<file path="src/hw/rtl/rau_pkg.sv">
// Package of the rational arithmetic unit: operation codes, widths and the
// item and result types shared by the front, queue and back modules.
// No dependencies.
package rau_pkg;

  localparam int OP_W   = 32;
  localparam int RES_W  = 64;
  localparam int QDEPTH = 2;

  localparam logic [1:0] MODE_ADD = 2'd0;
  localparam logic [1:0] MODE_SUB = 2'd1;
  localparam logic [1:0] MODE_MUL = 2'd2;
  localparam logic [1:0] MODE_DIV = 2'd3;

  // Classified item: saturated, sign-normalized operands and error flag.
  typedef struct packed {
    logic [1:0]              mode;
    logic signed [OP_W-1:0]  an;
    logic signed [OP_W-1:0]  ad;
    logic signed [OP_W-1:0]  bn;
    logic signed [OP_W-1:0]  bd;
    logic                    err;
  } item_t;

  typedef struct packed {
    logic signed [RES_W-1:0] num;
    logic signed [RES_W-1:0] den;
    logic                    err;
  } res_t;

endpackage

</file>
<file path="src/hw/rtl/rau_front.sv">
// Front end: saturates operand parts, normalizes signs and flags zero
// denominators. Depends on rau_pkg.
module rau_front #(
  parameter int OPERAND_WIDTH = 32
) (
  input  logic [1:0]                  mode_i,
  input  logic [rau_pkg::OP_W-1:0]    a_num_i,
  input  logic [rau_pkg::OP_W-1:0]    a_den_i,
  input  logic [rau_pkg::OP_W-1:0]    b_num_i,
  input  logic [rau_pkg::OP_W-1:0]    b_den_i,
  output rau_pkg::item_t              item_o
);
  import rau_pkg::*;

  localparam logic [OPERAND_WIDTH-1:0] MIN_V = {1'b1, {(OPERAND_WIDTH-1){1'b0}}};

  function automatic logic signed [OP_W-1:0] sat_part(input logic [OP_W-1:0] v);
    logic signed [OPERAND_WIDTH-1:0] p;
    logic signed [OP_W-1:0]          x;
    p = v[OPERAND_WIDTH-1:0];
    x = OP_W'(p);
    if (p == MIN_V) x = x + OP_W'(1);
    return x;
  endfunction

  logic signed [OP_W-1:0] an, ad, bn, bd;

  always_comb begin
    an = sat_part(a_num_i);
    ad = sat_part(a_den_i);
    bn = sat_part(b_num_i);
    bd = sat_part(b_den_i);
    item_o.mode = mode_i;
    item_o.err  = (ad == '0) || (bd == '0);
    // flip both parts only when both are negative
    if (an[OP_W-1] && ad[OP_W-1]) begin
      item_o.an = -an;
      item_o.ad = -ad;
    end else begin
      item_o.an = an;
      item_o.ad = ad;
    end
    if (bn[OP_W-1] && bd[OP_W-1]) begin
      item_o.bn = -bn;
      item_o.bd = -bd;
    end else begin
      item_o.bn = bn;
      item_o.bd = bd;
    end
  end

endmodule

</file>
<file path="config.mk">
export PLATFORM = sky130hd
export DESIGN_NAME = rau_front
export DESIGN_NICKNAME = d
export VERILOG_FILES = /design/src/hw/rtl/rau_pkg.sv /design/src/hw/rtl/rau_front.sv
export SDC_FILE = /design/constraint.sdc
export NUM_CORES = 1
export LEC_CHECK = 0
export ABC_AREA = 1
export BUFFER_PORTS_ARGS = -buffer_cell sky130_fd_sc_hd__buf_4
export CORE_MARGIN = 5
export CORE_UTILIZATION = 35
export DETAILED_ROUTE_END_ITERATION = 7
export RECOVER_POWER = 25
export SLEW_MARGIN = 10
export SYNTH_ARGS = -nofsm -noshare
export SYNTH_HDL_FRONTEND = slang
export SYNTH_SLANG_ARGS = --single-unit
</file>
<file path="constraint.sdc">
create_clock -name vclk -period 2.7
set_input_delay 0.27 -clock vclk [all_inputs]
set_output_delay 0.27 -clock vclk [all_outputs]
set_load 0.02 [all_outputs]
</file>
==> flow_summary_export.csv, run 1 <==
group,metric,value,unit
routing,drtPass1Iterations,6,
floorplan,top_level_ports,261,
routing,num_vias,8114,
run_status,failed_checks,"setup timing",
setup_path,end_kind,"primary output",
setup_path,cp_num_buf_inv,3,
synthesis,yosys_warnings,0,
placement,dp.cells,1656,
synthesis,synth_cell_type_count,35,
setup_path,crit_required,2.43,ns
job,drv_cap,0,
global_route,antenna_found_initial,0,
sta,setup_viol,2,
layout,finish.net_count,1629,
floorplan,die-area,0.0177,sq mm
power_and_ir_drop,peakVddDrop,0.112,mV
power_and_ir_drop,leakagePower,0.00472,uW
routing,drt.antenna.violating_nets,0,
sta,drv_slew,0,
layout,seq_cell_count,0,
sta,fin_ws,-0.0261,ns
synthesis,synth_area_leaders,"nand2_1 (24%), inv_1 (14%), nor2_1 (11%)",
sta,slew_headroom,71.5,%
layout,drive_gt1_share,40.8,%
layout,fillCellCount,1588,
global_route,grt_overflow,0,
routing,drt-total-wl,24.7,mm
placement,dp_hpwl,21.1,mm
setup_path,critical_path.slowest_cell,"ha_2",
sta,finalHoldViolCount,0,
layout,multi_input_area,0.00498,sq mm
sta,post-route-period-util,101,%
routing,drt_iter0_markers,456,
min_path,worstHoldPathCells,0,
global_route,grt_max_degree,41,
layout,register_area,0,sq um
power_and_ir_drop,totalPowerFinal,1570,uW
sta,worst_pin_slew,0.425,ns
placement,portBuffers,257,
floorplan,die_h,133,um
run_status,outcome,"complete, but fails checks",
layout,clkbuf_count,0,
setup_path,max_stage_delay,0.17,ns
layout,n_antenna_cell,0,
synthesis,syn-mean-instance-area,4.87,sq um
routing,wire_per_inst,14.8,um
sta,fmax,0.367,GHz
min_path,hold_path_class,"in2out",
setup_path,start_kind,"input pin",
synthesis,yosys.area.top_type,"nand2_1",
layout,area_growth,72.2,%
floorplan,initial_utilization,35.3,%
floorplan,core_area,0.0150,sq mm
synthesis,ys_seq_area_share,0,%
global_route,grt_pass1_wl,37.8,mm
setup_path,cp_max_fo,4,
sta,fin_crit,2.73,ns
routing,drc,0,
global_route,grt_usage,25.3,%
synthesis,netlist_instances,1092,
power_and_ir_drop,powerDensity,172,mW/mm^2
synthesis,synth.top_cell.area_share,23.7,%
clock_tree,postCtsHoldBufs,0,
sta,rsz0062_at_grt,"yes",
global_route,grt_pass1_vias,7578,
synthesis,synth_area,0.00531,sq mm
setup_path,crit_family,"simple AND/OR/NAND/NOR gates",
synthesis,syn_nets,1234,
setup_path,worstPathArrival,2.46,ns
setup_path,cp_cell_sequence,"buf_4 > nor2_2 > nand2_1 > nor2_2 > nand2_1 > nor2_2 > nand2_1 > nand2_2 > ha_2 > inv_2 > nor2_4 > nand3_4 > nor2_4 > nand3_2 > nor2_2 > nand4_1 > nand2_1 > buf_6",
routing,vias_per_cell,4.85,
layout,fin_cells,1673,
floorplan,die_w,133,um
placement,place_congestion,0.960,
setup_path,crit_type,"in2out",
setup_path,cp.depth,18,
floorplan,rows,45,
==> layout make-up <==
| type | instances | share of cell area, % |
|---|---|---|
| Tap cell | 188 | 2.57 |
| Timing Repair Buffer | 410 | 34.4 |
| Inverter | 204 | 8.54 |
| Multi-Input combinational cell | 871 | 54.5 |
==> stage by stage <==
step / hold WS (ns) / setup slack [ns] / setup TNS [ns] / cell area, sq um / util, %
after floorplan: 0.653 / 0.234 / 0 / 5310 / -
after global placement: 0.540 / -0.0930 / -0.483 / 8450 / 56.2
after detailed placement: 0.540 / -0.0869 / -0.487 / 8450 / 56.2
after CTS: 0.540 / -0.0348 / -0.0768 / 8550 / 56.8
after global routing: 0.540 / -0.186 / -3.77 / 9150 / 60.8
final: 0.540 / -0.0261 / -0.0294 / 9150 / 60.8
==> worst paths after layout <==
kind | startpoint | end | slack [ns]
setup / recovery | a_den_i[10] | item_o[0] | -0.03
hold / removal | mode_i[1] | item_o[130] | 0.54
==> synthesized netlist by cell type (8+ instances only) <==
library cell	n
nand2_2	20
nand2_1	336
nand3b_1	11
nor4_1	8
nand4_1	31
nor2_1	154
nor2_2	41
clkbuf_1	9
inv_1	198
xor2_1	53
o21ai_0	23
xnor2_1	23
o21ai_1	15
ha_1	12
nand3_1	82
nand2_4	9
nor3_1	19
==> metal layers <==
metal	track usage (%)	wire length (um)	share of wire, %
met3	6.08	2170	8.8
met4	4.51	545	2.2
met2	44.7	11600	47
met5	0	0	0
met1	31.6	10400	42
==> power by group <==
group	switching, uW	total [uW]	internal, uW	leakage (uW)
combinational	887	1570	687	0.00472
sequential	0	0	0	0
clock	0	0	0	0
total	887	1570	687	0.00472
==> kinds of logic after synthesis <==
family / after synthesis / synth area share [%]
buffers and inverters: 221 / 15.8
AO/OA/AOI/OAI: 54 / 5.79
adder cells (fa/ha/maj): 12 / 2.83
AND/OR/NAND/NOR: 729 / 63.0
XOR/XNOR: 76 / 12.5
==> cells in the final DEF, fill, tap and decap left out, types with 2 or more instances in the layout <==
cell and instances:
xnor2_1 22, nor2_1 115, ha_4 7, a21oi_1 5
o21ai_0 19, o21ai_1 16, nor3_2 3, nor3_1 18
nand3b_1 11, nand2_1 310, inv_1 184, clkbuf_1 6
nand3_4 3, inv_2 14, nor2_4 34, a21oi_2 4
o31ai_1 2, ha_1 4, nand3_1 72, o21ai_2 6
buf_12 2, xor2_1 53, nand3_2 12, or2_2 2
nor2_2 51, nand4_1 31, nor4_1 8, nand2_4 11
nor2_8 2, buf_6 16, nand2_2 44, inv_4 6
buf_4 385
==> timing repair <==
action                                  in CTS  in global routing
pin swaps                                   12                 73
hold endpoints to repair                     0                  0
endpoints found under the setup margin      18                 56
buffers inserted                             7                 10
resized for setup                           17                161
No activity file was read; power rests on OpenSTA's default activity.
==> run 2, diff against run 1 <==
--- a/config.mk
+++ b/config.mk
@@ -10,6 +10,7 @@
 export CORE_MARGIN = 5
 export CORE_UTILIZATION = 35
 export DETAILED_ROUTE_END_ITERATION = 7
+export PLACE_DENSITY = 0.66
 export RECOVER_POWER = 25
 export SLEW_MARGIN = 10
 export SYNTH_ARGS = -nofsm -noshare
==> constraint.sdc (replaced) <==
create_clock -name vclk -period 2.2
set_input_delay 0.44 -clock vclk [all_inputs]
set_output_delay 0.44 -clock vclk [all_outputs]
set_load 0.02 [all_outputs]
==> run 2 against run 1 <==
  * The run still ends with setup timing left
  * Final cell count increased by 15%
  * Via count increased by 38%
  * Critical path depth increased by 1
  * Non-clock buffer count increased by 249
  * Cell area increased by 50%
  * Highest routed layer unchanged
==> flow_summary_export.csv, run 2 (synthesized netlist as in run 1, its figures left out) <==
group,metric,value,unit
layout,seq_cell_count,0,
routing,route.met2.wl,19.8,mm
placement,dpl-instance-area,0.0104,sq mm
sta,post-route-period-util,145,%
setup_path,worstPathArrival,2.75,ns
placement,dp.cells,1823,
setup_path,crit_type,"in2out",
global_route,grt_pass1_vias,9649,
routing,vias_per_cell,5.83,
sta,setup_viol,129,
placement,dp_hpwl,22.3,mm
power_and_ir_drop,powerDensity,214,mW/mm^2
global_route,grt_pass1_wl,46.4,mm
setup_path,start_kind,"input pin",
global_route,antenna_found_initial,0,
setup_path,critical_path.slowest_cell,"nor2_4",
routing,drt_iter0_markers,1312,
sta,slew_headroom,58.4,%
floorplan,die-area,0.0177,sq mm
layout,final_cell_area,0.0137,sq mm
routing,drt.antenna.violating_nets,0,
routing,num_vias,11200,
layout,clkbuf_count,0,
layout,finish.utilization,91.1,%
layout,final_common_cell,"buf_4",
routing,wire_per_inst,21.5,um
routing,drc,0,
run_status,outcome,"complete, but fails checks",
sta,fin_ws,-0.988,ns
sta,rsz0062_at_grt,"yes",
sta,fmax,0.314,GHz
sta,worst_pin_slew,0.619,ns
global_route,grt_usage,31.1,%
layout,fillCellCount,560,
layout,n_antenna_cell,0,
routing,highest_layer,"met4",
floorplan,die_h,133,um
global_route,grt_overflow,0,
placement,dp_slack,-0.899,ns
power_and_ir_drop,peakVddDrop,0.172,mV
placement,portBuffers,257,
run_status,failed_checks,"setup timing",
floorplan,top_level_ports,261,
min_path,hold_path_class,"in2out",
setup_path,end_kind,"primary output",
sta,drv_slew,0,
setup_path,crit_family,"simple AND/OR/NAND/NOR gates",
sta,fin_crit,3.19,ns
layout,drive_gt1_share,66.8,%
layout,finish.net_count,1878,
power_and_ir_drop,leakagePower,0.00676,uW
routing,drtPass1Iterations,6,
routing,drt-total-wl,41.3,mm
sta,finalHoldViolCount,0,
setup_path,cp_max_fo,5,
setup_path,cp_common_cell,"nand2_2",
placement,place_congestion,0.954,
layout,multi_input_area,0.00673,sq mm
setup_path,cp_cell_sequence,"buf_12 > inv_12 > ha_4 > nand2_2 > nor2_2 > nand2_2 > nor2_4 > nand3b_1 > nand2_2 > ha_4 > inv_4 > nor2_4 > nand3_4 > nor2_4 > nand3_2 > nand2_1 > nand2_1 > nand2_2 > buf_6",
sta,tns,-85.86,ns
floorplan,core_area,0.0150,sq mm
floorplan,rows,45,
floorplan,die_w,133,um
setup_path,crit_required,1.76,ns
routing,wl_met1,13.3,mm
layout,layout_common_cells,"buf_4 (439), buf_6 (203), nand2_1 (201)",
global_route,grt_max_degree,34,
job,drv_cap,0,
floorplan,initial_utilization,35.3,%
layout,area_growth,158,%
layout,fin_cells,1922,
setup_path,max_stage_delay,0.25,ns
layout,register_area,0,sq um
setup_path,cp_num_buf_inv,4,
clock_tree,postCtsHoldBufs,0,
routing,met3_wirelength,4.57,mm
run 2: changes by cell type in the layout (fill, tap and decap cells not counted), sizes merged:
cell | previous run | this run
buf | 404 | 659
clkbuf | 6 | 0
run 2: metrics by stage:
stage | total power [uW] | hold WS, ns
4_1_cts | 2490 | 0.880
5_1_grt | 3030 | 0.880
2_1_floorplan | 995 | 0.945
3_3_place_gp | 2150 | 0.880
3_5_place_dp | 2170 | 0.880
6_report | 2930 | 0.880
run 2: worst paths after layout:
| check | startpoint | end | slack [ns] | cells past startpoint |
|---|---|---|---|---|
| min | mode_i[0] | item_o[129] | 0.88 | 0 |
| max | a_num_i[1] | item_o[119] | -0.99 | 19 |
run 2: power breakdown:
group	internal [uW]	total [uW]	switching [uW]
Sequential	0	0	0
Combinational	1370	2930	1560
Clock	0	0	0
Total	1370	2930	1560
run 2: layer usage:
metal / vias up / GRT usage (%)
li1: 4621 / -
met1: 5116 / 36.7
met2: 1079 / 58.5
met3: 394 / 4.27
met4: 0 / 8.86
met5: - / 0
run 2: layout make-up:
class / count / area share (%)
inverters: 204 / 6.14
repair buffers: 659 / 43.0
multi-input cells: 871 / 49.1
well taps: 188 / 1.72
run 2: timing repair:
action | CTS | global route
pin swaps | 229 | 196
gates resized for setup | 393 | 275
endpoints found under the setup margin | 127 | 129
buffers inserted | 60 | 51
