===== src/hw/rtl/rau_pkg.sv =====
// Package of the rational arithmetic unit: operation codes, widths and the
// item and result types shared by the front, queue and back modules.
// No dependencies.
package rau_pkg;

  localparam int OP_W   = 32;
  localparam int RES_W  = 64;
  localparam int QDEPTH = 2;

  localparam logic [1:0] MODE_ADD = 2'd0;
  localparam logic [1:0] MODE_SUB = 2'd1;
  localparam logic [1:0] MODE_MUL = 2'd2;
  localparam logic [1:0] MODE_DIV = 2'd3;

  // Classified item: saturated, sign-normalized operands and error flag.
  typedef struct packed {
    logic [1:0]              mode;
    logic signed [OP_W-1:0]  an;
    logic signed [OP_W-1:0]  ad;
    logic signed [OP_W-1:0]  bn;
    logic signed [OP_W-1:0]  bd;
    logic                    err;
  } item_t;

  typedef struct packed {
    logic signed [RES_W-1:0] num;
    logic signed [RES_W-1:0] den;
    logic                    err;
  } res_t;

endpackage


===== src/hw/rtl/rau_queue.sv =====
// Two-entry queue between front and back.
// Depends on rau_pkg.
module rau_queue (
  input  logic            clk,
  input  logic            rst_n,
  input  logic            push_i,
  input  rau_pkg::item_t  data_i,
  output logic            full_o,
  input  logic            pop_i,
  output logic            valid_o,
  output rau_pkg::item_t  data_o
);
  import rau_pkg::*;

  localparam int PW = $clog2(QDEPTH);

  item_t          mem_r [QDEPTH];
  logic [PW-1:0]  wr_r, rd_r;
  logic [PW:0]    cnt_r;
  logic           do_push, do_pop;

  assign full_o  = (cnt_r == (PW+1)'(QDEPTH));
  assign valid_o = (cnt_r != '0);
  assign data_o  = mem_r[rd_r];
  assign do_push = push_i && !full_o;
  assign do_pop  = pop_i && valid_o;

  always_ff @(posedge clk) begin
    if (do_push) mem_r[wr_r] <= data_i;
  end

  always_ff @(posedge clk) begin
    if (!rst_n) begin
      wr_r  <= '0;
      rd_r  <= '0;
      cnt_r <= '0;
    end else begin
      if (do_push) wr_r <= (wr_r == PW'(QDEPTH-1)) ? '0 : wr_r + 1'b1;
      if (do_pop)  rd_r <= (rd_r == PW'(QDEPTH-1)) ? '0 : rd_r + 1'b1;
      if (do_push && !do_pop) cnt_r <= cnt_r + 1'b1;
      else if (do_pop && !do_push) cnt_r <= cnt_r - 1'b1;
    end
  end

endmodule


===== config.mk =====
export PLATFORM = sky130hd
export DESIGN_NAME = rau_queue
export DESIGN_NICKNAME = d
export VERILOG_FILES = /design/src/hw/rtl/rau_pkg.sv /design/src/hw/rtl/rau_queue.sv
export SDC_FILE = /design/constraint.sdc
export NUM_CORES = 1
export LEC_CHECK = 0
export ABC_CLOCK_PERIOD_IN_PS = 6100
export BUFFER_PORTS_ARGS = -buffer_cell sky130_fd_sc_hd__buf_2
export CORE_UTILIZATION = 45
export CTS_BUF_LIST = sky130_fd_sc_hd__clkbuf_4 sky130_fd_sc_hd__clkbuf_8 sky130_fd_sc_hd__clkbuf_16
export DETAILED_ROUTE_END_ITERATION = 12
export PLACE_DENSITY = 0.73
export SYNTH_ARGS = -nofsm -noshare
export SYNTH_HDL_FRONTEND = slang
export SYNTH_SLANG_ARGS = --single-unit

===== constraint.sdc =====
create_clock -name clk -period 6.1 [get_ports clk]
set_input_delay 0.305 -clock clk [delete_from_list [all_inputs] [get_ports clk]]
set_output_delay 0.305 -clock clk [all_outputs]
set_load 0.02 [all_outputs]

==> results of run 1 <==
==> stage by stage <==
step	hold WS (ps)	worst slack [ps]	cell area [µm²]
floorplan	404	1860	10100
finish	51.5	3330	13900
detailed placement	497	3380	11700
global route	22.3	3180	13900
global placement	492	3480	11700
CTS	21.5	3250	13900
==> sequential cells by signal, indices dropped and copies added (netlist names), named ones only <==
register	count
wr_r	1
rd_r	1
mem_r	262
cnt_r	2
==> what timing repair did <==
item,CTS,global route
hold buffers,131,0
setup endpoints to repair,0,0
gates resized for setup,0,0
hold endpoints to repair,262,0
==> power by group through the flow <==
stage	logic (µW)	clock network, µW	registers, µW
floorplan	1190	0	2410
global placement	1560	0	2410
detailed placement	1590	0	2420
CTS	1660	1800	2390
global route	1760	1860	2410
finish	1650	1760	2390
==> cell type report <==
cell class	count	area [µm²]
Clock inverter	19	225
Clock buffer	33	756
Timing Repair Buffer	403	2690
Inverter	2	7.51
Tap cell	280	350
Multi-Input combinational cell	149	1950
Sequential cell	267	7970
Fill cell	1531	7940
==> cells by family after synthesis <==
group | count (synthesis) | share of synthesized area (%)
buffers and inverters | 17 | 1.54
muxes | 131 | 18.0
DFF | 267 | 79.2
adders and majority gates | 1 | 0.124
AOI/OAI and AO/OA | 5 | 0.323
and+or+nand+nor | 9 | 0.572
xor gates and xnor gates | 3 | 0.261
==> final timing paths <==
| check | start | endpoint | slack (ps) |
|---|---|---|---|
| worst min-delay path | rst_n | wr_r | 50 |
| worst max-delay path | flip-flop | data_o[128] | 3330 |
| worst max register to register | cnt_r[0] | mem_r[1][129] | 3390 |
| worst min register to register | cnt_r[1] | cnt_r[1] | 540 |
==> placed cells by master (no fill, tap or decap), types with 3 or more instances in the layout <==
cell type and count:
edfxtp_1 262, clkbuf_16 29, buf_2 267, mux2_4 90, clkinv_2 4, and2_1 3
dlygate4sd3_1 131, clkinv_1 6, mux2_2 41, dfxtp_1 4, bufinv_16 5, buf_4 5
clkbuf_4 4
==> worst max-delay path: stages (launching register included) <==
cell and delay, ps:
dfxtp_4 470, buf_4 800, mux2_2 430, buf_2 160
==> metal layers <==
metal	share of wire (%)	vias to the layer above	GRT usage, %
met2	52	212	30.2
met3	7.2	37	4.19
met1	39	2656	19.3
met4	1.9	0	5.20
li1	-	2567	-
met5	0	-	0
==> reports/metrics.csv, run 1 <==
metric;value;unit
H-Tree Depth;1;
Layout Skew;12.2;ps
Synth area leaders;edfxtp_1 78%, mux2_4 13%, mux2_2 4.6%;
vias in the first global route;5769;
Final Critical Period;2770;ps
Port Buf Inserts;267;
io pins;268;
die height;152;µm
Clock power frac;30.4;%
Core Region;0.0219;mm²
f_max;361;MHz
sequential share of power;41.1;%
Hold WC Path Type;primary input to flip-flop;
Yosys reg bits;267;
grt ovf;0;
Overall Power;5800;µW
# setup viols final;0;
cell taking the most area after synthesis;edfxtp_1;
Layout Nets;987;
Post-Syn Area;0.0101;mm²
pwr dens;416;mW/mm²
largest net degree at the start of global routing;68;
Mapped Cells;433;
CP max FO;62;
TritonCTS Buffers;28;
Post-Place Cells;970;
internal power;4140;µW
DRC viols;0;
fin util;63.7;%
Worst EP arrival;2460;ps
Pins Over Slew Limit;0;
Clock Root Buffer;clkbuf_16;
Final ANT Viol Nets;0;
Vias;5472;
diode count;0;
logic gate share of total power;28.5;%
placed wire-length estimate;12.0;mm
vias per cell;4.75;
1st-iter DRT viols;211;
WL/cell;17.4;µm
number of synthesized flops with an enable pin;262;
Main synth FF type;edfxtp_1;
clock-pin transition on the worst setup and hold timing paths;60;ps
DR pass1 iterations;4;
Static Leak;0.00545;µW
Worst EP required;5790;ps
insertion delay to the later sink of the worst-skew pair;520;ps
Total Wirelength;20.0;mm
RD Place Congestion;0.792;
post-CTS setup buffers;0;
die area;0.0230;mm²
Layout area overhead;38.6;%
Initial Util;46.0;%
Peak VDD IR;0.339;mV
Slew @ Worst Pin;1070;ps
Max Cap Viol;0;
non-filler cells, final;1153;
Post-synth ARST share;0;%
CP startpoint kind;flip-flop;
P_sw;1660;µW
overall routing resource usage;16.7;%
final setup TNS;0;ps
most common library cells after synthesis;262 x edfxtp_1, 90 x mux2_4, 41 x mux2_2, 10 x buf_6, 5 x dfxtp_1;
Net Sw Frac;28.6;%
Syn Area/Cell;23.2;µm²
RSZ-0062 raised after global routing;no;
run status;completed;
Min-Delay Path Depth;2;
relative slew slack;28.6;%
antenna violations before repair;0;
layout cells sized above 1;51.9;%
Crit Path Class;flip-flop to primary output;
first-pass GRT wire length;29.3;mm
TritonCTS Sinks;267;
nature of the critical path endpoint;primary output;
TritonCTS clock tree;built;
Synth top area share;78.2;%
worst r2r path cells;3;
Synth cell types;23;
sequential area share after synthesis;79.2;%
synth warn;0;
Hold Fails Final Rpt;0;
Die W;152;µm
count leader, synth;edfxtp_1;
Synth Net Count;569;
num rows;54;
Clock Path Buffers;3;
period utilisation layout;45.4;%
Power figures use the tool's default switching activity.
==> run 2: changes to the inputs <==
--- a/config.mk
+++ b/config.mk
@@ -5,12 +5,12 @@
 export SDC_FILE = /design/constraint.sdc
 export NUM_CORES = 1
 export LEC_CHECK = 0
-export ABC_CLOCK_PERIOD_IN_PS = 6100
+export ABC_CLOCK_PERIOD_IN_PS = 2800
 export BUFFER_PORTS_ARGS = -buffer_cell sky130_fd_sc_hd__buf_2
 export CORE_UTILIZATION = 45
 export CTS_BUF_LIST = sky130_fd_sc_hd__clkbuf_4 sky130_fd_sc_hd__clkbuf_8 sky130_fd_sc_hd__clkbuf_16
 export DETAILED_ROUTE_END_ITERATION = 12
-export PLACE_DENSITY = 0.73
+export PLACE_DENSITY = 0.7
 export SYNTH_ARGS = -nofsm -noshare
 export SYNTH_HDL_FRONTEND = slang
 export SYNTH_SLANG_ARGS = --single-unit
==> constraint.sdc (replaced) <==
create_clock -name clk -period 2.8 [get_ports clk]
set_input_delay 0.14 -clock clk [delete_from_list [all_inputs] [get_ports clk]]
set_output_delay 0.14 -clock clk [all_outputs]
set_load 0.02 [all_outputs]
==> reports/metrics.csv, run 2 (synthesis results as in run 1) <==
metric;value;unit;change
Final ANT Viol Nets;0;;unchanged
internal power;8770;µW;was 4140 µW
1st-iter DRT viols;316;;was 211
first-pass GRT wire length;29.6;mm;was 29.3 mm
period utilisation layout;83.4;%;
max reg flops;262;;unchanged
die area;0.0230;mm²;unchanged
Slew @ Worst Pin;862;ps;was 1070 ps
Fillers;1516;;was 1531
final setup TNS;0;ps;unchanged
fin util;63.7;%;about the same
Hold WS;117;ps;was 51.5 ps
Layout area overhead;38.6;%;about the same
hold path endpoint;rd_r;;was wr_r
grt ovf;0;;unchanged
die height;152;µm;unchanged
multi-input logic area;0.00196;mm²;was 0.00195 mm²
Worst EP required;2660;ps;was 5790 ps
reg2reg start;cnt_r[0];;unchanged
largest net degree at the start of global routing;132;;was 68
nature of the critical path endpoint;primary output;;unchanged
# setup viols final;0;;unchanged
Vias;5510;;was 5472
Min-Delay Startpoint;pop_i;;was rst_n
sequential share of power;42.4;%;was 41.1%
Hold Fails Final Rpt;0;;unchanged
Clock power frac;28.5;%;was 30.4%
antenna violations before repair;1;;was 0
logic gate share of total power;29.0;%;was 28.5%
Initial Util;46.0;%;unchanged
Clock Path Buffers;3;;unchanged
clock-pin transition on the worst setup and hold timing paths;60;ps;about the same
TritonCTS Buffers;28;;unchanged
P_sw;3590;µW;was 1660 µW
CP max FO;57;;was 62
Finished Cell Area;0.0139;mm²;about the same
f_max;428;MHz;
Min-Delay Path Depth;4;;was 2
pwr dens;887;mW/mm²;was 416 mW/mm²
relative slew slack;42.6;%;was 28.6%
worst r2r path cells;4;;was 3
commonest non-fill, non-tap cell in the layout;buf_2;;unchanged
R2R Setup Slk;950;ps;was 3390 ps
Cell Area, Placed;0.0117;mm²;about the same
H-Tree Depth;1;;unchanged
insertion delay to the later sink of the worst-skew pair;520;ps;about the same
Core Region;0.0219;mm²;unchanged
DR pass1 iterations;4;;unchanged
Most flops, register;mem_r;;unchanged
Clock Root Buffer;clkbuf_16;;unchanged
sequential cell area;0.00797;mm²;about the same
Die W;152;µm;unchanged
Hold WC Path Type;primary input to flip-flop;;unchanged
io pins;268;;unchanged
run status;completed;;unchanged
Worst EP arrival;2190;ps;was 2460 ps
placed wire-length estimate;12.2;mm;was 12.0 mm
vias in the first global route;5850;;was 5769
most frequent cells in the layout;267 x buf_2, 262 x edfxtp_1, 133 x dlygate4sd3_1;;was 267 x buf_2, 262 x edfxtp_1, 131 x dlygate4sd3_1
layout cells sized above 1;52.0;%;was 51.9%
Crit Path Class;flip-flop to primary output;;unchanged
Final Critical Period;2330;ps;
Pins Over Slew Limit;0;;unchanged
Net Sw Frac;29.1;%;was 28.6%
Total Wirelength;20.2;mm;was 20.0 mm
TritonCTS clock tree;built;;unchanged
post-cts repair resize count;0;;unchanged
num rows;54;;unchanged
worst r2r dst;mem_r[0][49];;was mem_r[1][129]
Static Leak;0.00544;µW;was 0.00545 µW
TritonCTS Sinks;267;;unchanged
Port Buf Inserts;267;;unchanged
overall routing resource usage;16.9;%;was 16.7%
CP startpoint kind;flip-flop;;unchanged
vias per cell;4.77;;was 4.75
Layout Nets;989;;was 987
DRC viols;0;;unchanged
RD Place Congestion;0.767;;was 0.792
Peak VDD IR;0.535;mV;was 0.339 mV
Overall Power;12400;µW;was 5800 µW
Max Cap Viol;0;;unchanged
WL/cell;17.5;µm;was 17.4 µm
Layout Skew;11.8;ps;was 12.2 ps
biggest regs;mem_r: 262 flops, cnt_r: 2 flops;;unchanged
RSZ-0062 raised after global routing;no;;unchanged
==> run 2: cell types whose count changed in the layout (fill, tap and decap cells not counted), sizes merged <==
| cell | previous run | this run |
|---|---|---|
| bufinv | 5 | 2 |
| dlygate4sd3 | 131 | 133 |
| clkbuf | 33 | 34 |
| clkinv | 11 | 12 |
| clkinvlp | 2 | 1 |
| diode | 0 | 1 |
==> run 2: power groups by stage <==
stage / Combinational (µW) / Sequential (µW) / Clock [µW]
final: 3590 / 5240 / 3530
after global routing: 3820 / 5290 / 3770
after CTS: 3620 / 5250 / 3610
after detailed placement: 3460 / 5330 / 0
after global placement: 3410 / 5290 / 0
after floorplan: 2600 / 5250 / 0
==> run 2: metal layers <==
| metal | track usage [%] | vias up | wire (µm) |
|---|---|---|---|
| met5 | 0 | - | 0 |
| met4 | 6.34 | 0 | 619 |
| met3 | 4.10 | 46 | 1600 |
| met2 | 29.6 | 231 | 10000 |
| met1 | 20.0 | 2668 | 7930 |
| li1 | - | 2565 | - |
==> run 2: through the flow <==
step                instances  setup slack [ps]
floorplan                 433             -1340
global placement          970              1020
detailed placement        970               952
CTS                      1153               420
global route             1154               372
finish                   1154               466
==> run 2: how the worst max path moves through the flow <==
| stage | end | start | slack (ps) |
|---|---|---|---|
| after floorplan | mem_r[0][0] | cnt_r[0] | -1340 |
| after global placement | data_o[1] | flip-flop | 1020 |
| after detailed placement | mem_r[0][79] | cnt_r[0] | 950 |
| after CTS | data_o[0] | flip-flop | 420 |
| after global routing | data_o[4] | flip-flop | 370 |
| final | data_o[4] | flip-flop | 470 |
==> run 2: repair_timing <==
item / 4_1_cts / 5_1_grt
hold buffers: 133 / 0
endpoints found under the hold margin: 267 / 0
buffers inserted: 0 / 0
==> run 2: area by class of cell <==
cell class | count | share of cell area, %
Inverter | 2 | 0.0718
Clock buffer | 34 | 5.47
Timing Repair Buffer | 405 | 19.8
Sequential cell | 267 | 57.2
Clock inverter | 16 | 0.942
Tap cell | 280 | 2.51
Multi-Input combinational cell | 149 | 14.1
Antenna cell | 1 | 0.0179
==> run 2: critical path: stages, from the launching register on <==
cell and delay (ps):
dfxtp_4 660, buf_12 360, mux2_2 400, buf_2 160
==> run 3: changes to the inputs <==
--- a/config.mk
+++ b/config.mk
@@ -5,12 +5,12 @@
 export SDC_FILE = /design/constraint.sdc
 export NUM_CORES = 1
 export LEC_CHECK = 0
-export ABC_CLOCK_PERIOD_IN_PS = 2800
+export ABC_CLOCK_PERIOD_IN_PS = 1900
 export BUFFER_PORTS_ARGS = -buffer_cell sky130_fd_sc_hd__buf_2
 export CORE_UTILIZATION = 45
 export CTS_BUF_LIST = sky130_fd_sc_hd__clkbuf_4 sky130_fd_sc_hd__clkbuf_8 sky130_fd_sc_hd__clkbuf_16
 export DETAILED_ROUTE_END_ITERATION = 12
-export PLACE_DENSITY = 0.7
+export PLACE_DENSITY = 0.73
 export SYNTH_ARGS = -nofsm -noshare
 export SYNTH_HDL_FRONTEND = slang
 export SYNTH_SLANG_ARGS = --single-unit
==> constraint.sdc (replaced) <==
create_clock -name clk -period 1.9 [get_ports clk]
set_input_delay 0.095 -clock clk [delete_from_list [all_inputs] [get_ports clk]]
set_output_delay 0.095 -clock clk [all_outputs]
set_load 0.02 [all_outputs]
==> reports/metrics.csv, run 3 (synthesis results as in run 1) <==
metric;value;unit;change
Post-Place Cells;975;;was 970
placed wire-length estimate;12.1;mm;was 12.2 mm
RD Place Congestion;0.705;;was 0.767
Worst EP required;1800;ps;was 2660 ps
Slew @ Worst Pin;402;ps;was 862 ps
Vias;5585;;was 5510
Finished Cell Area;0.0142;mm²;was 0.0139 mm²
Pins Over Slew Limit;0;;unchanged
non-filler cells, final;1163;;was 1154
Cell Area, Placed;0.0118;mm²;was 0.0117 mm²
largest net degree at the start of global routing;68;;was 132
fin util;64.8;%;was 63.7%
Hold WC Path Type;primary input to flip-flop;;unchanged
Most flops, register;mem_r;;unchanged
die height;152;µm;unchanged
antenna violations before repair;1;;unchanged
f_max;527;MHz;
CP max FO;20;;was 57
TritonCTS Buffers;27;;was 28
Die W;152;µm;unchanged
pwr dens;1320;mW/mm²;was 887 mW/mm²
Static Leak;0.00555;µW;was 0.00544 µW
biggest regs;mem_r: 262 flops, cnt_r: 2 flops;;unchanged
TritonCTS Sinks;267;;unchanged
max reg flops;262;;unchanged
Peak VDD IR;1.01;mV;was 0.535 mV
num rows;54;;unchanged
Core Region;0.0219;mm²;unchanged
# setup viols final;0;;unchanged
Total Wirelength;21.1;mm;was 20.2 mm
insertion delay to the later sink of the worst-skew pair;510;ps;was 520 ps
relative slew slack;73.2;%;was 42.6%
Initial Util;46.0;%;unchanged
H-Tree Depth;1;;unchanged
Layout Nets;1001;;was 989
WL/cell;18.2;µm;was 17.5 µm
DR pass1 iterations;4;;unchanged
CP startpoint kind;flip-flop;;unchanged
Overall Power;18700;µW;was 12400 µW
commonest non-fill, non-tap cell in the layout;buf_2;;unchanged
Final Critical Period;1900;ps;
Worst EP arrival;1800;ps;was 2190 ps
layout cells sized above 1;52.5;%;was 52.0%
grt ovf;0;;unchanged
die area;0.0230;mm²;unchanged
nature of the critical path endpoint;primary output;;unchanged
TritonCTS clock tree;built;;unchanged
vias per cell;4.80;;was 4.77
io pins;268;;unchanged
Hold Fails Final Rpt;0;;unchanged
Crit Path Class;flip-flop to primary output;;unchanged
period utilisation layout;99.9;%;
DRC viols;0;;unchanged
first-pass GRT wire length;30.7;mm;was 29.6 mm
Clock Path Buffers;3;;unchanged
Max Cap Viol;0;;unchanged
RSZ-0062 raised after global routing;yes;;was no
Clock Root Buffer;clkbuf_16;;unchanged
Final ANT Viol Nets;0;;unchanged
Port Buf Inserts;267;;unchanged
clock-pin transition on the worst setup and hold timing paths;60;ps;about the same
Layout Skew;4.83;ps;was 11.8 ps
most frequent cells in the layout;266 x buf_2, 262 x edfxtp_1, 133 x dlygate4sd3_1;;was 267 x buf_2, 262 x edfxtp_1, 133 x dlygate4sd3_1
overall routing resource usage;17.7;%;was 16.9%
vias in the first global route;5892;;was 5850
run status;completed;;unchanged
1st-iter DRT viols;283;;was 316
Layout area overhead;41.0;%;was 38.6%
[run 3: changes by cell type in the layout (fill, tap and decap cells not counted)]
cell	change
buf_12	+3
buf_16	+3
buf_2	-1
buf_4	+3
buf_6	+1
buf_8	+2
bufbuf_16	+1
bufinv_16	+2
clkbuf_16	-1
clkbuf_4	+1
clkinv_2	-4
inv_8	-1
mux2_2	-1
mux2_4	+1
[run 3: per-stage QoR]
step           hold slack, ps  TNS, ps  setup WS (ps)
2_1_floorplan             194  -385040          -2240
3_3_place_gp              282        0            355
3_5_place_dp              287        0            318
4_1_cts                  57.7     -129          -20.7
5_1_grt                  98.3    -1020          -56.2
6_report                 74.2        0           1.41
[run 3: worst paths after layout]
| path | startpoint | to | slack [ps] | cells past startpoint |
|---|---|---|---|---|
| setup / recovery | flip-flop | data_o[57] | 1 | 3 |
| hold / removal | pop_i | rd_r | 70 | 4 |
| setup reg to reg | cnt_r[0] | mem_r[0][79] | 300 | 4 |
| hold reg to reg | cnt_r[1] | cnt_r[1] | 560 | 2 |
[run 3: cell type report]
class	count	area [µm²]
Antenna cell	1	2.50
Inverter	2	10.0
Clock inverter	13	160
Clock buffer	33	721
Tap cell	280	350
Multi-Input combinational cell	149	1960
Timing Repair Buffer	418	3010
Fill cell	1472	7700
Sequential cell	267	7970
[run 3: power by group]
group          internal, µW  switching [µW]  total (µW)
logic                  2740            3100        5840
registers              7400             235        7640
clock network          3210            2030        5240
total                 13400            5370       18700
[run 3: critical path, cell delays in order (launching register included)]
cell       delay [ps]
dfxtp_4           430
bufbuf_16         370
mux2_4            320
buf_2             160
[run 3: metal layers]
metal  track usage (%)  vias up  part of all wire (%)
met3              3.65       41                   6.8
met5                 0        -                     0
li1                  -     2592                     -
met4              5.59        0                   2.4
met2              32.5      222                    52
met1              20.6     2730                    39
[run 3: what timing repair did]
action,CTS,global route
endpoints found under the hold margin,267,0
setup endpoints to repair,117,71
cloned,3,1
hold buffers,133,0
buffers inserted,5,0
gates resized for setup,5,6
